## src/svic_pkg.sv

```systemverilog
package svic_pkg;

  localparam logic [2:0] FN_INT32   = 3'd0;
  localparam logic [2:0] FN_UINT32  = 3'd1;
  localparam logic [2:0] FN_INTEGER = 3'd2;
  localparam logic [2:0] FN_BOOLEAN = 3'd3;
  localparam logic [2:0] FN_NUMBER  = 3'd4;

  localparam logic [2:0] VT_UNDEF  = 3'd0;
  localparam logic [2:0] VT_NULL   = 3'd1;
  localparam logic [2:0] VT_BOOL   = 3'd2;
  localparam logic [2:0] VT_NUMBER = 3'd3;
  localparam logic [2:0] VT_STRING = 3'd4;
  localparam logic [2:0] VT_SYMBOL = 3'd5;
  localparam logic [2:0] VT_BIGINT = 3'd6;
  localparam logic [2:0] VT_OBJECT = 3'd7;

  localparam logic [63:0] QNAN_BITS = 64'h7FF8_0000_0000_0000;
  localparam logic [63:0] ONE_BITS  = 64'h3FF0_0000_0000_0000;
  localparam logic [63:0] SAT_HIGH  = 64'h7FFF_FFFF_FFFF_FFFF;
  localparam logic [63:0] SAT_LOW   = 64'h8000_0000_0000_0000;
  localparam logic [10:0] EXP_BIAS  = 11'd1023;
  localparam logic [10:0] EXP_ALL   = 11'h7FF;

  typedef struct packed {
    logic [2:0]  func;
    logic [2:0]  value_type;
    logic [63:0] value_bits;
  } svic_in_t;

  typedef struct packed {
    logic [63:0] result_bits;
    logic        deferred;
  } svic_out_t;

endpackage

```

## src/script_value_to_integer_convert.sv

```systemverilog
// Stateless script value conversion pipeline: one request per cycle while the output is not
// stalled; each result passes through the registered stages (type decode, exponent classify,
// barrel shift, negate and select); stall from the output backs up through all stages with no loss.
module script_value_to_integer_convert
  import svic_pkg::*;
(
  input  logic      clk,
  input  logic      rst,
  input  logic      in_valid,
  output logic      in_stall,
  input  svic_in_t  in_data,
  output logic      out_valid,
  input  logic      out_stall,
  output svic_out_t out_data
);

  logic adv;
  assign adv = !(out_valid && out_stall);
  assign in_stall = !adv;

  // stage 1: type decode
  logic        v1;
  logic [2:0]  fn1;
  logic [63:0] d1;
  logic        def1, bool1;
  logic [63:0] d1_next;
  logic        bool1_next;

  always_comb begin
    unique case (in_data.value_type)
      VT_NULL:   d1_next = '0;
      VT_BOOL:   d1_next = in_data.value_bits[0] ? ONE_BITS : '0;
      VT_NUMBER: d1_next = in_data.value_bits;
      default:   d1_next = QNAN_BITS;
    endcase
    case (in_data.value_type)
      VT_BOOL:   bool1_next = in_data.value_bits[0];
      VT_NUMBER: bool1_next = (in_data.value_bits[62:0] != '0) &&
                              !((in_data.value_bits[62:52] == EXP_ALL) &&
                                (in_data.value_bits[51:0] != '0));
      VT_SYMBOL: bool1_next = 1'b1;
      default:   bool1_next = 1'b0;
    endcase
  end

  always_ff @(posedge clk) begin
    if (rst) v1 <= 1'b0;
    else if (adv) v1 <= in_valid;
    if (adv) begin
      fn1   <= in_data.func;
      d1    <= d1_next;
      bool1 <= bool1_next;
      def1  <= (in_data.value_type == VT_STRING) || (in_data.value_type == VT_OBJECT);
    end
  end

  // stage 2: exponent classify
  logic        v2, def2, bool2, neg2, nan2, inf2, big2, small2, left2;
  logic [2:0]  fn2;
  logic [63:0] d2;
  logic [52:0] m2;
  logic [5:0]  sh2;
  logic [10:0] e1;
  logic [10:0] k1;
  assign e1 = d1[62:52];
  assign k1 = e1 - EXP_BIAS;

  always_ff @(posedge clk) begin
    if (rst) v2 <= 1'b0;
    else if (adv) v2 <= v1;
    if (adv) begin
      fn2    <= fn1;
      d2     <= d1;
      def2   <= def1;
      bool2  <= bool1;
      neg2   <= d1[63];
      nan2   <= (e1 == EXP_ALL) && (d1[51:0] != '0);
      inf2   <= (e1 == EXP_ALL) && (d1[51:0] == '0);
      big2   <= (e1 != EXP_ALL) && (e1 >= EXP_BIAS) && (k1 >= 11'd63);
      small2 <= (e1 < EXP_BIAS) || (e1 == EXP_ALL) ||
                ((e1 != EXP_ALL) && (k1 >= 11'd116));
      m2     <= {1'b1, d1[51:0]};
      left2  <= (e1 >= EXP_BIAS) && (k1 > 11'd52);
      sh2    <= (k1 > 11'd52) ? 6'((k1 - 11'd52)) : 6'((11'd52 - k1));
    end
  end

  // stage 3: barrel shift
  logic        v3, def3, bool3, neg3, nan3, inf3, big3;
  logic [2:0]  fn3;
  logic [63:0] d3, mag3;
  logic [63:0] mag3_next;

  always_comb begin
    if (small2) mag3_next = '0;
    else if (left2) mag3_next = {11'd0, m2} << sh2;
    else mag3_next = {11'd0, m2} >> sh2;
  end

  always_ff @(posedge clk) begin
    if (rst) v3 <= 1'b0;
    else if (adv) v3 <= v2;
    if (adv) begin
      fn3 <= fn2; d3 <= d2; def3 <= def2; bool3 <= bool2;
      neg3 <= neg2; nan3 <= nan2; inf3 <= inf2; big3 <= big2;
      mag3 <= mag3_next;
    end
  end

  // stage 4: negate and select
  logic [63:0] sgn3, res_next;
  assign sgn3 = neg3 ? (64'd0 - mag3) : mag3;

  always_comb begin
    res_next = '0;
    if (!def3) begin
      unique case (fn3)
        FN_INT32, FN_UINT32: res_next = (nan3 || inf3) ? '0 : {32'd0, sgn3[31:0]};
        FN_INTEGER: begin
          if (nan3) res_next = '0;
          else if (inf3 || big3) res_next = neg3 ? SAT_LOW : SAT_HIGH;
          else res_next = sgn3;
        end
        FN_BOOLEAN: res_next = {63'd0, bool3};
        FN_NUMBER:  res_next = d3;
        default:    res_next = '0;
      endcase
    end
  end

  always_ff @(posedge clk) begin
    if (rst) out_valid <= 1'b0;
    else if (adv) out_valid <= v3;
    if (adv) begin
      out_data.result_bits <= res_next;
      out_data.deferred    <= def3;
    end
  end

  a_stall_hold: assert property (@(posedge clk) disable iff (rst)
    out_valid && out_stall |=> out_valid && $stable(out_data))
    else $error("output changed under stall");
  a_def_zero: assert property (@(posedge clk) disable iff (rst)
    out_valid && out_data.deferred |-> out_data.result_bits == '0)
    else $error("deferred request with nonzero result");
  a_bool_range: assert property (@(posedge clk) disable iff (rst)
    v3 && adv && fn3 == FN_BOOLEAN |=> out_data.result_bits[63:1] == '0)
    else $error("boolean result out of range");
  a_in_stall: assert property (@(posedge clk) disable iff (rst)
    in_stall |-> out_valid)
    else $error("input stalled with empty output");

endmodule

```

## config.mk

```make
export PLATFORM = sky130hd
export DESIGN_NAME = script_value_to_integer_convert
export DESIGN_NICKNAME = d
export VERILOG_FILES = /design/src/svic_pkg.sv /design/src/script_value_to_integer_convert.sv
export SDC_FILE = /design/constraint.sdc
export NUM_CORES = 1
export LEC_CHECK = 0
export BUFFER_PORTS_ARGS = -buffer_cell sky130_fd_sc_hd__buf_2
export CAP_MARGIN = 30
export CELL_PAD_IN_SITES_DETAIL_PLACEMENT = 1
export CELL_PAD_IN_SITES_GLOBAL_PLACEMENT = 2
export CORE_UTILIZATION = 41
export CTS_BUF_LIST = sky130_fd_sc_hd__clkbuf_4 sky130_fd_sc_hd__clkbuf_8 sky130_fd_sc_hd__clkbuf_16
export DETAILED_ROUTE_END_ITERATION = 8
export MAX_ROUTING_LAYER = met4
export PLACE_DENSITY = 0.85
export RECOVER_POWER = 25
export SETUP_SLACK_MARGIN = 0.4
export SLEW_MARGIN = 30
export SYNTH_ARGS = -nofsm -noshare
export SYNTH_HDL_FRONTEND = slang
export SYNTH_SLANG_ARGS = --single-unit
```

## constraint.sdc

```tcl
create_clock -name clk -period 12.3 [get_ports clk]
set_input_delay 1.23 -clock clk [delete_from_list [all_inputs] [get_ports clk]]
set_output_delay 1.23 -clock clk [all_outputs]
set_load 0.02 [all_outputs]
```

Word-level counts from Yosys, hierarchy flattened

Index checks and enable logic that the tools add are counted.

Mux-type cells: 11
Shift-type cells: 2
Add/sub/neg operators: 4
Eq/ne operators: 13
Reduce and logical (&&, ||, !) cells: 21
$lt $le $gt $ge: 5

Operator list:

| kind                                                                              | number |
|---|---|
| 64-bit two-way mux                                                                | 5 |
| 64-bit case mux with 4 select lines                                               | 1 |
| 64-bit case mux with 3 select lines                                               | 1 |
| 52-bit nonzero test                                                               | 2 |
| 53-bit by 6-bit left shift with 64-bit output                                     | 1 |
| 53-bit by 6-bit right shift with 64-bit output                                    | 1 |
| 1-bit by 64-bit subtractor with 64-bit output (first input constant)              | 1 |
| 63-bit nonzero test                                                               | 1 |
| 62-bit two-way mux                                                                | 1 |
| 52-bit logical NOT                                                                | 1 |
| 32-bit two-way mux                                                                | 1 |
| 11-bit equality test (second input constant)                                      | 2 |
| 3-bit by 2-bit equality test with 1-bit output (second input constant)            | 4 |
| 3-bit equality test (second input constant)                                       | 4 |
| 11-bit by 10-bit >= comparator with 1-bit output (second input constant)          | 1 |
| 11-bit by 6-bit >= comparator with 1-bit output (second input constant)           | 1 |
| 11-bit by 7-bit >= comparator with 1-bit output (second input constant)           | 1 |
| 11-bit by 6-bit greater-than comparator with 1-bit output (second input constant) | 1 |
| 11-bit by 10-bit less-than comparator with 1-bit output (second input constant)   | 1 |
| 11-bit != test (second input constant)                                            | 1 |
| 11-bit by 10-bit subtractor with 11-bit output (second input constant)            | 1 |
| 1-bit logical AND                                                                 | 9 |
| 3-bit by 1-bit equality test with 1-bit output (second input constant)            | 2 |
| 6-bit two-way mux                                                                 | 1 |
| 7 further kinds                                                                   | 11 |

Input port bits: 74
Word-level logic and storage cells: 87
Bits in registers: 408

Longest topological paths before layout

Depth in word-level cells: 5
Gate-level depth with buffers: 12
Gate-level depth less buffers: 9

Worst setup path after synthesis

No wires, ideal clock.

Kind: input to output
From: in out_stall
To: out in_stall
Stages: 2
Setup slack: 626 ps
Buffers on the path: 0
Data arrival time: 10444 ps
Path through: nand2_1 -> inv_1

Longest elaborated chain between the ends: 1

RTL lines:

| what              | RTL line                              | source |
|---|---|---|
| from (decl)       | script_value_to_integer_convert.sv:13 | `input logic out_stall,` |
| 1-bit logical AND | script_value_to_integer_convert.sv:18 | `assign adv = !(out_valid && out_stall);` |
| to (decl)         | script_value_to_integer_convert.sv:10 | `output logic in_stall,` |

Every way passes these cells.

Final worst setup path

From: in out_stall
To: reg d3[16] (enable)

Longest elaborated chain between the ends: 1

RTL lines:

| what                 | RTL line                               | source |
|---|---|---|
| 1-bit logical AND    | script_value_to_integer_convert.sv:18  |  |
| to (signal assigned) | script_value_to_integer_convert.sv:104 | `fn3 <= fn2; d3 <= d2; def3 <= def2; bool3 <= bool2;` |
| to (decl)            | script_value_to_integer_convert.sv:91  | `logic [63:0] d3, mag3;` |

Every way passes these cells.
A chain may end at the register's enable or synchronous reset.

==> flow_summary.rst <==
.. list-table::
   :header-rows: 1

   * - Metric
     - Value
   * - Violations in the final reports
     - capacitance limit, slew limit
   * - Routed via count
     - 20099
   * - Nature of the critical path endpoint
     - flip-flop
   * - TritonCTS buffer count
     - 41
   * - Type of the worst setup path
     - primary input to flip-flop
   * - Total core area
     - 54300 um2
   * - Instance count after placement with tap cells included
     - 2916
   * - Routed wire length
     - around 99000 um
   * - Initial Utilization
     - between 40% and 50%
   * - Post-synth EDFFs
     - 350
   * - Maximum number of pins on one net before global-route repair
     - approximately 150
   * - First-pass DRT Iterations
     - 5
   * - Maxcap violations
     - 1
   * - Fin. max-slew vios
     - between 60 and 70
   * - Path class of the lowest-slack min-delay path
     - flip-flop to flip-flop
   * - Slew at the pin closest to its max-slew limit
     - 2.56 ns
   * - Asr flop ratio synth
     - 0%
   * - Most frequent cell after synthesis
     - edfxtp_1
   * - Net Count, Synth
     - roughly 2200
   * - Height of the die
     - around 240 um
   * - Final worst-path cycle share
     - 42.4%
   * - CTS Root Buffer Type
     - clkbuf_16
   * - Width of the die
     - around 240 um
   * - Io pins
     - 141
   * - Final hold violation count
     - 0
   * - Total placed instance area
     - between 20000 and 25000 um2
   * - Peak VDD IR
     - roughly 0.00011 V
   * - Via count of the first global-routing pass
     - just under 20000
   * - Hold buffers post-CTS
     - 0
   * - Filler-free cell count of the finished design
     - 2998
   * - Slew margin rel.
     - -71.4%
   * - Worst R2R Setup Slack
     - 7.55 ns
   * - Post-route worst setup slack
     - 7.09 ns
   * - Total gr overflow
     - 0
   * - Worst EP required
     - approximately 12 ns
   * - CTS tree
     - built
   * - Number of buffers inserted by post-CTS setup repair
     - 0
   * - Finish-stage setup viols
     - 0
   * - Critical Path AT
     - between 5 and 6 ns
   * - Overall routing resource usage
     - a little over a third
   * - Estimated wirelength of the detail-placed design
     - 72500 um
   * - Source of the worst register-to-register timing path
     - out_valid$_SDFFE_PP0N_
   * - Die footprint
     - approximately 56000 um2
   * - Register bit total from synthesis
     - 354
   * - Share of Yosys cell area claimed by the top area cell type
     - between 40% and 50%
   * - Mapped cell area
     - between 20000 and 25000 um2
   * - Share of post-route cells with drive strength above 1
     - roughly a fifth
   * - Netlist cell types
     - 82
   * - Post-layout util
     - between 40% and 50%
   * - RSZ-0062 raised after global routing
     - false
   * - Signed area change from the synthesized netlist to the final layout
     - 12.5%
   * - Most instantiated cells after synthesis
     - edfxtp_1, nor2_1, nand2_1, a21oi_1, clkbuf_1
   * - Warning count from the yosys run
     - 0
   * - Sequential element share of the synthesized area
     - a little under half
   * - Minimum period implied by the final worst setup slack
     - 5.21 ns
   * - Mean routed wirelength per cell
     - roughly 33 um
   * - Cell area power density
     - 160 nW/um2
   * - Antenna viol nets, final
     - 0
   * - First element of the critical path
     - out_stall
   * - Post-synthesis cell type with the largest combined area
     - edfxtp_1
   * - Input/output buffers
     - 140
   * - Highest clock rate
     - 192 MHz
   * - Run status
     - finished with violations
   * - Clock network latency to the later pin of the worst-skew pair
     - around 0.60 ns
   * - Global-route wire length before repair
     - 142000 um
   * - Hold slack
     - roughly 0.4 ns
   * - Worst Skew
     - ~0.04 ns
   * - Gates resized, CTS repair
     - 0
   * - Maximum root-to-sink buffer count
     - 3
   * - Summed negative setup slack over all endpoints
     - 0 ns
   * - Sinks on Clock Net
     - ~350
   * - Highest fanout seen on the critical path
     - 82
   * - # nets final
     - between 2000 and 2500
   * - Endpoint of the most critical setup path
     - d3[16]$_DFFE_PN_
   * - Synth Flop Type
     - edfxtp_1
   * - DRC violation total after the first TritonRoute iteration
     - roughly 2600
   * - Startpoint class of the critical path
     - primary input
   * - Clock slew seen by the registers of the worst setup and hold paths
     - 0.06 ns
   * - Vias per cell
     - approximately 6.7
   * - Post-Place Worst Slack
     - 7.20 ns
   * - Antenna violations before repair
     - 14
   * - Worst r2r path cells
     - 4
   * - DRC
     - 0
   * - Syn Inst Count
     - 2167
   * - Final weighted congestion in routability-driven placement
     - 1.06
   * - Biggest area contributors in the synthesized netlist
     - edfxtp_1, mux4_2, nor2_1
   * - Deepest level of the CTS H-tree
     - 2
   * - Final Total Pwr
     - around 4.1 mW
   * - Capture instance of the worst register-to-register path
     - d3[16]$_DFFE_PN_
   * - Placement row count
     - 85
   * - Post-Syn Area per Cell
     - ~10 um2
   * - P_leak
     - slightly below 10 nW
   * - Final design area excluding fillers
     - between 20000 and 30000 um2
[worst max-delay path, stage by stage]
cell and delay [ns]:
buf_2 0.10, nand2_1 1.80, buf_6 0.72, buf_6 0.63, buf_4 0.78
[sequential cells by signal, indices dropped and copies added (netlist names), 3 cells and up]
signal and count:
d2 63, mag3 64, fn3 3, out_data 65
fn2 3, fn1 3, d3 63, d1 64
sh2 6
[final cells by class]
type	count	area, um2
fill	5889	28800
multi-input combinational	1623	11500
sequential	354	10600
clock buffer	49	1100
timing repair buffer	182	1100
tap	739	925
clock inverter	27	330
inverter	20	75.1
antenna	4	10.0
[cells by family (layout without fill, tap and decap cells)]
| family | count (synthesis) | after routing | synth area share, % |
|---|---|---|---|
| fa+ha+maj | 6 | 6 | 0.330 |
| xor+xnor | 52 | 52 | 2.00 |
| compound gates | 580 | 580 | 16.6 |
| simple gates | 758 | 758 | 15.7 |
| other cells | 0 | 4 | 0 |
| buf+inv | 190 | 278 | 3.27 |
| mux | 227 | 227 | 15.5 |
| flops | 354 | 354 | 46.5 |
[cells in the final DEF, fill, tap and decap left out, drive strengths merged, types with 16 or more instances in the layout]
cell type,n
o21ai,123
o22ai,59
nor4,36
edfxtp,350
xor2,26
a31oi,20
nor2,272
a22oi,17
mux2i,96
xnor2,26
inv,22
a221oi,20
nor3,47
mux4,97
or3,29
nand2b,16
clkbuf,50
nand2,192
o31ai,21
and2,63
buf,181
a21oi,140
a21o,18
nand3,31
o211ai,20
a211oi,21
mux2,34
nand4,18
[metal layers]
metal	part of all wire, %	track usage (%)	vias to the layer above
met1	42	49.0	10113
met2	45	53.5	1239
met3	9.8	6.53	208
li1	-	-	8539
met4	4.0	13.5	0
met5	0	-	-
[worst min path at each step]
stage	from	end	slack [ns]	depth (start not counted)
after detailed placement	d1[63]$_SDFFCE_PN0N_	neg2$_DFFE_PN_	0.41	0
after global placement	fn1[0]$_DFFE_PN_	fn2[0]$_DFFE_PN_	0.40	0
final	d2[55]$_DFFE_PN_	d3[55]$_DFFE_PN_	0.40	0
after floorplan	big2$_DFFE_PN_	big3$_DFFE_PN_	0.40	0
after global routing	d2[56]$_DFFE_PN_	d3[56]$_DFFE_PN_	0.42	0
after CTS	d2[55]$_DFFE_PN_	d3[55]$_DFFE_PN_	0.41	0
[report_power, final]
| part | internal, mW | total [mW] | switching (mW) |
|---|---|---|---|
| clock | 0.776 | 1.31 | 0.530 |
| sequential | 1.39 | 1.49 | 0.0914 |
| combinational | 0.380 | 1.29 | 0.910 |
| total | 2.55 | 4.08 | 1.53 |
Note: power is estimated with default switching activity, not from simulation.
